===== src/rtl/twgas_pkg.sv =====
// ----------------------------------------------------------------------------
// twgas_pkg
// shared widths, item codes and controller/datapath interface structs
// ----------------------------------------------------------------------------
package twgas_pkg;

    localparam int MODE_W  = 2;
    localparam int INDEX_W = 10;
    localparam int INVAL_W = 32;
    localparam int CFG_W   = 11;
    localparam int EPOCH_W = 32;
    localparam int SUM_W   = 43;
    localparam int OUT_W   = 42;

    typedef enum logic [MODE_W-1:0] {
        MODE_LOAD  = 2'd0,
        MODE_POINT = 2'd1,
        MODE_ALL   = 2'd2,
        MODE_NONE  = 2'd3
    } t_mode;

    typedef struct packed {
        logic accept;
        logic load_do;
        logic point_do;
        logic mul_do;
        logic all_do;
    } t_cmd;

    typedef struct packed {
        logic out_free;
    } t_sts;

endpackage


===== src/rtl/twgas_ctrl.sv =====
// ----------------------------------------------------------------------------
// twgas_ctrl
// sequencer: accepts one word at a time and steps the datapath through it
// ----------------------------------------------------------------------------
module twgas_ctrl
    import twgas_pkg::*;
(
    input  logic              i_clk,
    input  logic              i_rst_n,
    input  logic              i_in_valid,
    input  logic [MODE_W-1:0] i_mode,
    input  t_sts              i_sts,
    output logic              o_in_ready,
    output t_cmd              o_cmd
);

    typedef enum logic [4:0] {
        S_IDLE = 5'b00001,
        S_LOAD = 5'b00010,
        S_RMW  = 5'b00100,
        S_MUL  = 5'b01000,
        S_ALL  = 5'b10000
    } t_state;

    t_state r_state;
    t_state n_state;

    always_ff @(posedge i_clk) begin
        if (!i_rst_n) begin
            r_state <= S_IDLE;
        end else begin
            r_state <= n_state;
        end
    end

    assign o_in_ready = (r_state == S_IDLE);

    always_comb begin
        n_state = r_state;
        o_cmd   = '0;
        case (r_state)
            S_IDLE: begin
                if (i_in_valid) begin
                    o_cmd.accept = 1'b1;
                    case (t_mode'(i_mode))
                        MODE_LOAD:  n_state = S_LOAD;
                        MODE_POINT: n_state = S_RMW;
                        MODE_ALL:   n_state = S_MUL;
                        default:    n_state = S_IDLE;
                    endcase
                end
            end
            S_LOAD: begin
                o_cmd.load_do = 1'b1;
                n_state       = S_IDLE;
            end
            S_RMW: begin
                if (i_sts.out_free) begin
                    o_cmd.point_do = 1'b1;
                    n_state        = S_IDLE;
                end
            end
            S_MUL: begin
                o_cmd.mul_do = 1'b1;
                n_state      = S_ALL;
            end
            S_ALL: begin
                if (i_sts.out_free) begin
                    o_cmd.all_do = 1'b1;
                    n_state      = S_IDLE;
                end
            end
            default: begin
                n_state = S_IDLE;
            end
        endcase
    end

endmodule


===== config.mk =====
export PLATFORM = sky130hd
export DESIGN_NAME = twgas_ctrl
export DESIGN_NICKNAME = d
export VERILOG_FILES = /design/src/rtl/twgas_pkg.sv /design/src/rtl/twgas_ctrl.sv
export SDC_FILE = /design/constraint.sdc
export NUM_CORES = 1
export LEC_CHECK = 0
export BUFFER_PORTS_ARGS = -buffer_cell sky130_fd_sc_hd__buf_2
export CAP_MARGIN = 30
export CORE_AREA = 3 3 40 42
export CTS_BUF_LIST = sky130_fd_sc_hd__clkbuf_16
export CTS_CLUSTER_DIAMETER = 40
export DETAILED_ROUTE_END_ITERATION = 10
export DIE_AREA = 0 0 43 45
export PLACE_DENSITY_LB_ADDON = 0.05
export SYNTH_ARGS = -nofsm -noshare
export SYNTH_HDL_FRONTEND = slang
export SYNTH_SLANG_ARGS = --single-unit

===== constraint.sdc =====
create_clock -name i_clk -period 1.76 [get_ports i_clk]
set_input_delay 0.176 -clock i_clk [delete_from_list [all_inputs] [get_ports i_clk]]
set_output_delay 0.176 -clock i_clk [all_outputs]
set_load 0.02 [all_outputs]

==> results of run 1 <==
[worst max-delay path, cell delays in order, from the launching register on]
cell and delay (ns):
dfxtp_1 0.36, or2_2 0.36, nor4b_2 0.28, buf_2 0.21
[path summary, 6_finish.rpt]
path	from	to	slack (ns)	cells past startpoint
setup reg to reg	r_state[4]	r_state[2]	0.28	3
hold reg to reg	r_state[0]	r_state[2]	0.57	2
hold / removal	i_mode[0]	r_state[1]	0.15	2
setup / recovery	r_state[0]	o_cmd[1]	0.14	3
[final cells by class]
type                       instances  area [um^2]  share of cell area, %
clock buffer                       3         75.1                   16.3
inverter                           1         3.75                  0.813
multi-input combinational         27          205                   44.4
sequential                         5          100                   21.7
clock inverter                     1         3.75                  0.813
timing repair buffer              11         55.1                   11.9
tap                               15         18.8                   4.07
[per-stage QoR]
stage	area [um^2]	instances	utilization [%]	total power, uW	worst slack [ns]
4_1_cts	462	63	35.9	558	0.131
6_report	462	63	35.9	552	0.142
3_5_place_dp	383	59	29.8	188	0.295
2_1_floorplan	325	35	-	166	0.197
3_3_place_gp	383	59	29.8	187	0.337
5_1_grt	462	63	35.9	574	0.0312
[layout by cell type (no fill, tap or decap), types with 2 or more instances in the layout]
cell type,synthesis,layout
nor4b_1,3,2
nor4_1,2,2
buf_2,1,11
nand3b_1,2,2
clkbuf_16,0,3
inv_1,1,2
nand2_1,3,3
dfxtp_1,5,5
nor2_1,2,2
[cell families (layout without fill, tap and decap cells)]
kind of cell	after synthesis	after routing
AND/OR/NAND/NOR	23	23
flip-flops	5	5
buffers and inverters	3	16
AO/OA/AOI/OAI	2	2
XOR/XNOR	1	1
multiplexers	1	1
[power groups by stage]
stage               registers (uW)  logic (uW)  clock network (uW)
finish                         128        57.7                 367
detailed placement             129        58.6                   0
global route                   129        64.8                 380
floorplan                      125        41.5                   0
global placement               129        58.0                   0
CTS                            128        58.7                 372
[metal layers]
metal / vias up / part of all wire, %
li1: 156 / -
met1: 136 / 48
met2: 11 / 40
met3: 2 / 8.2
met4: 0 / 3.8
met5: - / 0
==> metrics.md, run 1 <==
| Metric | Value |
|---|---|
| Setup Buffers After CTS | `0` |
| Syn_nets | `between 40 and 50` |
| Post-CTS Hold Buffers | `0` |
| First-pass GRT wire length | `between 1000 and 1500 um` |
| CTS tree | `yes` |
| Tightest Pin Transition | `~0.36 ns` |
| Max Slew Vio Count | `0` |
| Largest family of logic cells by synthesized area | `simple AND/OR/NAND/NOR gates` |
| Final Cycle Share | `approximately nine tenths` |
| CP startpoint kind | `flip-flop` |
| Syn Area/Cell | `approximately 9.1 um^2` |
| Crit-path max FO | `7` |
| Antenna-violating nets left | `0` |
| GP Congestion | `between 0.7 and 0.8` |
| Top Registers | `r_state x5` |
| Vias per cell | `4.84` |
| DRC viols | `0` |
| Worst path required time | `around 1.6 ns` |
| Headroom to the max-slew limit | `76.1%` |
| CP endpoint kind | `output port` |
| Min Tclk post-route | `1.62 ns` |
| Count of cell types in the netlist | `24` |
| Total Routing Usage GR | `9.08%` |
| Reg power frac | `a little under a quarter` |
| Final HPWL DP | `about 600 um` |
| Setup CP Type | `reg2out` |
| Ports | `12` |
| Post-synthesis mux area share | `3.14%` |
| Cell area power density | `~1200 nW/um^2` |
| Initial core utilization | `roughly 25%` |
| Post-Synth Adder-Cell Area | `0%` |
| #FFs+latches synth | `5` |
| Total CTS buffers | `3` |
| P_sw | `approximately 110 uW` |
| Vias in the first global route | `276` |
| Sequential fraction of the synthesis area | `31.4%` |
| Max-cap violations | `0` |
| Hold crit path type | `in2reg` |
| Nets | `55` |
| Sink count of the clock tree | `5` |
| Xor/xnor cell area share of the yosys netlist | `around 2.7%` |
| Filler cells | `146` |
| Grt peak-use layer | `met2` |
| Largest net degree at the start of global routing | `9` |
| DRT Pass-1 Iters | `2` |
| Core ar. | `1280 um^2` |
| Compound-gate portion of the synthesized area | `5.10%` |
| Leakage | `around 0.00018 uW` |
| Initial antenna violation count | `0` |
| M2 GR Usage | `11.7%` |
| Most area-consuming cells after synthesis | `dfxtp_1 (31%), nor4b_1 (8.2%), nor4_4 (6.7%), nand3b_1 (4.7%), nor4_1 (3.9%)` |
| Most flops, register | `r_state` |
| Cts repair resizes | `0` |
| Worst-Skew Late Latency | `around 0.23 ns` |
| Internal power | `around 440 uW` |
| Sw frac | `approximately a fifth` |
| Total number of vias | `slightly above 300` |
| GRT met1 Usage | `between 10% and 20%` |
| Setup TNS | `0 ns` |
| Peak Freq | `approximately 0.62 GHz` |
| Clock Skew | `between 0.0015 and 0.002 ns` |
| Ys flop type | `dfxtp_1` |
| DIE HEIGHT | `around 45 um` |
| Clk pwr share | `roughly two thirds` |
| Wire per inst | `11.8 um` |
| Setup violations, final | `0` |
| Layout cells sized above 1 | `around 38%` |
| Max reg flops | `5` |
| # rows | `13` |
| Die W | `around 43 um` |
| Ys Warns | `0` |
| Initial DRC count | `2` |
| # diodes | `0` |
| Ys async rst share | `0%` |
| Mapped cell area | `between 300 and 400 um^2` |
| Combinational share of power | `a little over a tenth` |
| Final hold slack | `roughly 0.15 ns` |
| Commonest cells post-synth | `dfxtp_1 (5), nand2_1 (3), nor4b_1 (3)` |
| Outcome | `complete, no violations` |
| Largest area contributor in the netlist | `dfxtp_1` |
| Full die area | `around 1900 um^2` |
| Number of flops mapped to enable cells by yosys | `0` |
| Port bufs | `11` |
| Final wirelength | `~740 um` |
| GRT Residual Overflow | `0` |
| RSZ-0062 raised after global routing | `no` |
| Clk root buf | `clkbuf_16` |
| Area Growth Syn to Fin | `44.7%` |
| WP data arrival | `about 1.4 ns` |
| H-tree depth | `1` |
| Clk buf depth | `2` |
| Most common cell in the netlist | `dfxtp_1` |
| Area share of and/or/nand/nor cells after synthesis | `51.4%` |
| Top cell type's share of synthesized area | `about a third` |
| Hold Violations, Final | `0` |
| Met3 usage | `roughly 3.6%` |
| Peak VDD IR | `around 0.00041 V` |
| Mapped Cells | `35` |
| Worst-path clk slew | `0.03 ns` |
Note: power is estimated with default switching activity, not from simulation.
==> run 2: changes to the inputs <==
--- a/config.mk
+++ b/config.mk
@@ -10,9 +10,11 @@
 export CORE_AREA = 3 3 40 42
 export CTS_BUF_LIST = sky130_fd_sc_hd__clkbuf_16
 export CTS_CLUSTER_DIAMETER = 40
+export CTS_CLUSTER_SIZE = 14
 export DETAILED_ROUTE_END_ITERATION = 10
 export DIE_AREA = 0 0 43 45
 export PLACE_DENSITY_LB_ADDON = 0.05
+export RECOVER_POWER = 50
 export SYNTH_ARGS = -nofsm -noshare
 export SYNTH_HDL_FRONTEND = slang
 export SYNTH_SLANG_ARGS = --single-unit
==> run 2 against run 1 <==
Compared with the run above: cell area decreased by 1.1%; setup slack better by 0.0029 ns; via count fell by 0.66%; combinational power down 3%; critical path type unchanged; largest cell class unchanged; largest power group unchanged; highest routed layer unchanged.
==> metrics.md, run 2 (synthesis results as in run 1) <==
| Metric | Value |
|---|---|
| Outcome | `complete, no violations` |
| Leakage | `0.000184 uW` |
| Total CTS buffers | `3` |
| Reg power frac | `23.1%` |
| Final HPWL DP | `597 um` |
| Post-CTS Hold Buffers | `0` |
| RSZ-0062 raised after global routing | `no` |
| DRT Pass-1 Iters | `3` |
| Total number of vias | `between 300 and 400` |
| Combinational share of power | `a little over 10%` |
| GP Congestion | `between 0.7 and 0.8` |
| Largest net degree at the start of global routing | `9` |
| Internal power | `438 uW` |
| Setup CP Type | `reg2out` |
| # diodes | `0` |
| Reg-to-reg setup timing slack | `~0.27 ns` |
| Nets | `55` |
| Antenna-violating nets left | `0` |
| Setup TNS | `0 ns` |
| Max reg flops | `5` |
| Full die area | `1940 um^2` |
| Initial antenna violation count | `0` |
| WP data arrival | `1.44 ns` |
| CP endpoint kind | `output port` |
| Ports | `12` |
| Most frequent cells in the layout | `buf_2 (11), dfxtp_1 (5), nand2_1 (3), clkbuf_16 (3)` |
| Hold_sp | `i_mode[0]` |
| Clock Skew | `0.00174 ns` |
| Top Registers | `r_state x5` |
| H-tree depth | `1` |
| DIE HEIGHT | `45 um` |
| First-pass GRT wire length | `roughly 1300 um` |
| Hold Violations, Final | `0` |
| Worst-path clk slew | `0.03 ns` |
| Cts repair resizes | `0` |
| Reg2reg start | `r_state[4]` |
| Headroom to the max-slew limit | `76.9%` |
| Clk pwr share | `66.7%` |
| Layout cells sized above 1 | `~35%` |
| Sw frac | `about a fifth` |
| P_sw | `113 uW` |
| Worst-Skew Late Latency | `between 0.2 and 0.25 ns` |
| Wire per inst | `roughly 12 um` |
| Peak Freq | `0.619 GHz` |
| Most common cell after layout, fill and taps aside | `buf_2` |
| Final wirelength | `between 700 and 800 um` |
| # rows | `13` |
| Crit-path max FO | `7` |
| Area Growth Syn to Fin | `43.1%` |
| Clk buf depth | `2` |
| Die W | `43 um` |
| Vias in the first global route | `roughly 280` |
| Sink count of the clock tree | `5` |
| Initial DRC count | `1` |
| Filler cells | `about 150` |
| Port bufs | `11` |
| GRT Residual Overflow | `0` |
| Vias per cell | `4.81` |
| Power Total | `551 uW` |
| Reg2Reg Depth | `3` |
| Worst Hold End | `r_state[1]` |
| Peak VDD IR | `~0.00041 V` |
| Clk root buf | `clkbuf_16` |
| Final Cycle Share | `91.7%` |
| Initial core utilization | `24.8%` |
| Total Routing Usage GR | `between 9 and 10%` |
| Max Slew Vio Count | `0` |
| Hold path depth | `2` |
| Area occupied by multi-input gates | `roughly 200 um^2` |
| Setup violations, final | `0` |
| Core ar. | `roughly 1300 um^2` |
| Tightest Pin Transition | `roughly 0.35 ns` |
| Most flops, register | `r_state` |
| Max-cap violations | `0` |
| CP startpoint kind | `flip-flop` |
| Cell area power density | `approximately 1200 nW/um^2` |
| CTS tree | `yes` |
| Worst r2r dst | `r_state[2]` |
| DRC viols | `0` |
| Hold crit path type | `in2reg` |
| Setup Buffers After CTS | `0` |
| Min Tclk post-route | `around 1.6 ns` |
| Sequential Area | `roughly 100 um^2` |
| Worst path required time | `1.58 ns` |
==> run 2: cell count changes in the layout (fill, tap and decap cells not counted) <==
cell | previous run | this run
or3_1 | 0 | 1
or3_4 | 1 | 0
==> run 2: critical path, cell delays in order (launching register included) <==
cell and delay (ns):
dfxtp_1 0.35, or2_2 0.36, nor4b_2 0.28, buf_2 0.21
==> run 2: metal layers <==
metal	track usage, %	share of wire [%]	wire length [um]
met3	3.59	8.6	64
met5	0	0	0
met4	9.04	4.0	30
met1	11.1	47	348
met2	11.7	40	300
==> run 2: cell type report <==
cell class                 instances  share of cell area, %
clock buffer                       3                   16.4
sequential                         5                   21.9
inverter                           1                  0.822
tap                               15                   4.11
timing repair buffer              11                   12.1
multi-input combinational         27                   43.8
clock inverter                     1                  0.822
==> run 2: worst max path at each step <==
stage | start | to | slack [ns] | cells after the start
after floorplan | r_state[0] | r_state[0] | 0.20 | 3
after global placement | r_state[4] | r_state[2] | 0.34 | 3
after detailed placement | r_state[4] | r_state[2] | 0.29 | 3
after CTS | r_state[0] | o_cmd[1] | 0.13 | 3
after global routing | r_state[4] | o_cmd[4] | 0.04 | 4
final | r_state[0] | o_cmd[1] | 0.15 | 3
==> run 2: metrics by stage <==
| stage | hold WS (ns) | utilization [%] | std cells | instance area (um^2) | setup slack, ns |
|---|---|---|---|---|---|
| global route | 0.158 | 35.5 | 63 | 457 | 0.0355 |
| CTS | 0.149 | 35.9 | 63 | 462 | 0.131 |
| detailed placement | 0.389 | 29.8 | 59 | 383 | 0.295 |
| global placement | 0.381 | 29.8 | 59 | 383 | 0.337 |
| floorplan | 0.252 | - | 35 | 325 | 0.197 |
| finish | 0.150 | 35.5 | 63 | 457 | 0.145 |
==> run 2: power groups by stage <==
stage	logic (uW)	clock network (uW)	registers, uW
after floorplan	41.5	0	125
after global placement	58.0	0	129
after detailed placement	58.6	0	129
after CTS	58.7	372	128
after global routing	62.9	380	128
final	55.9	368	127
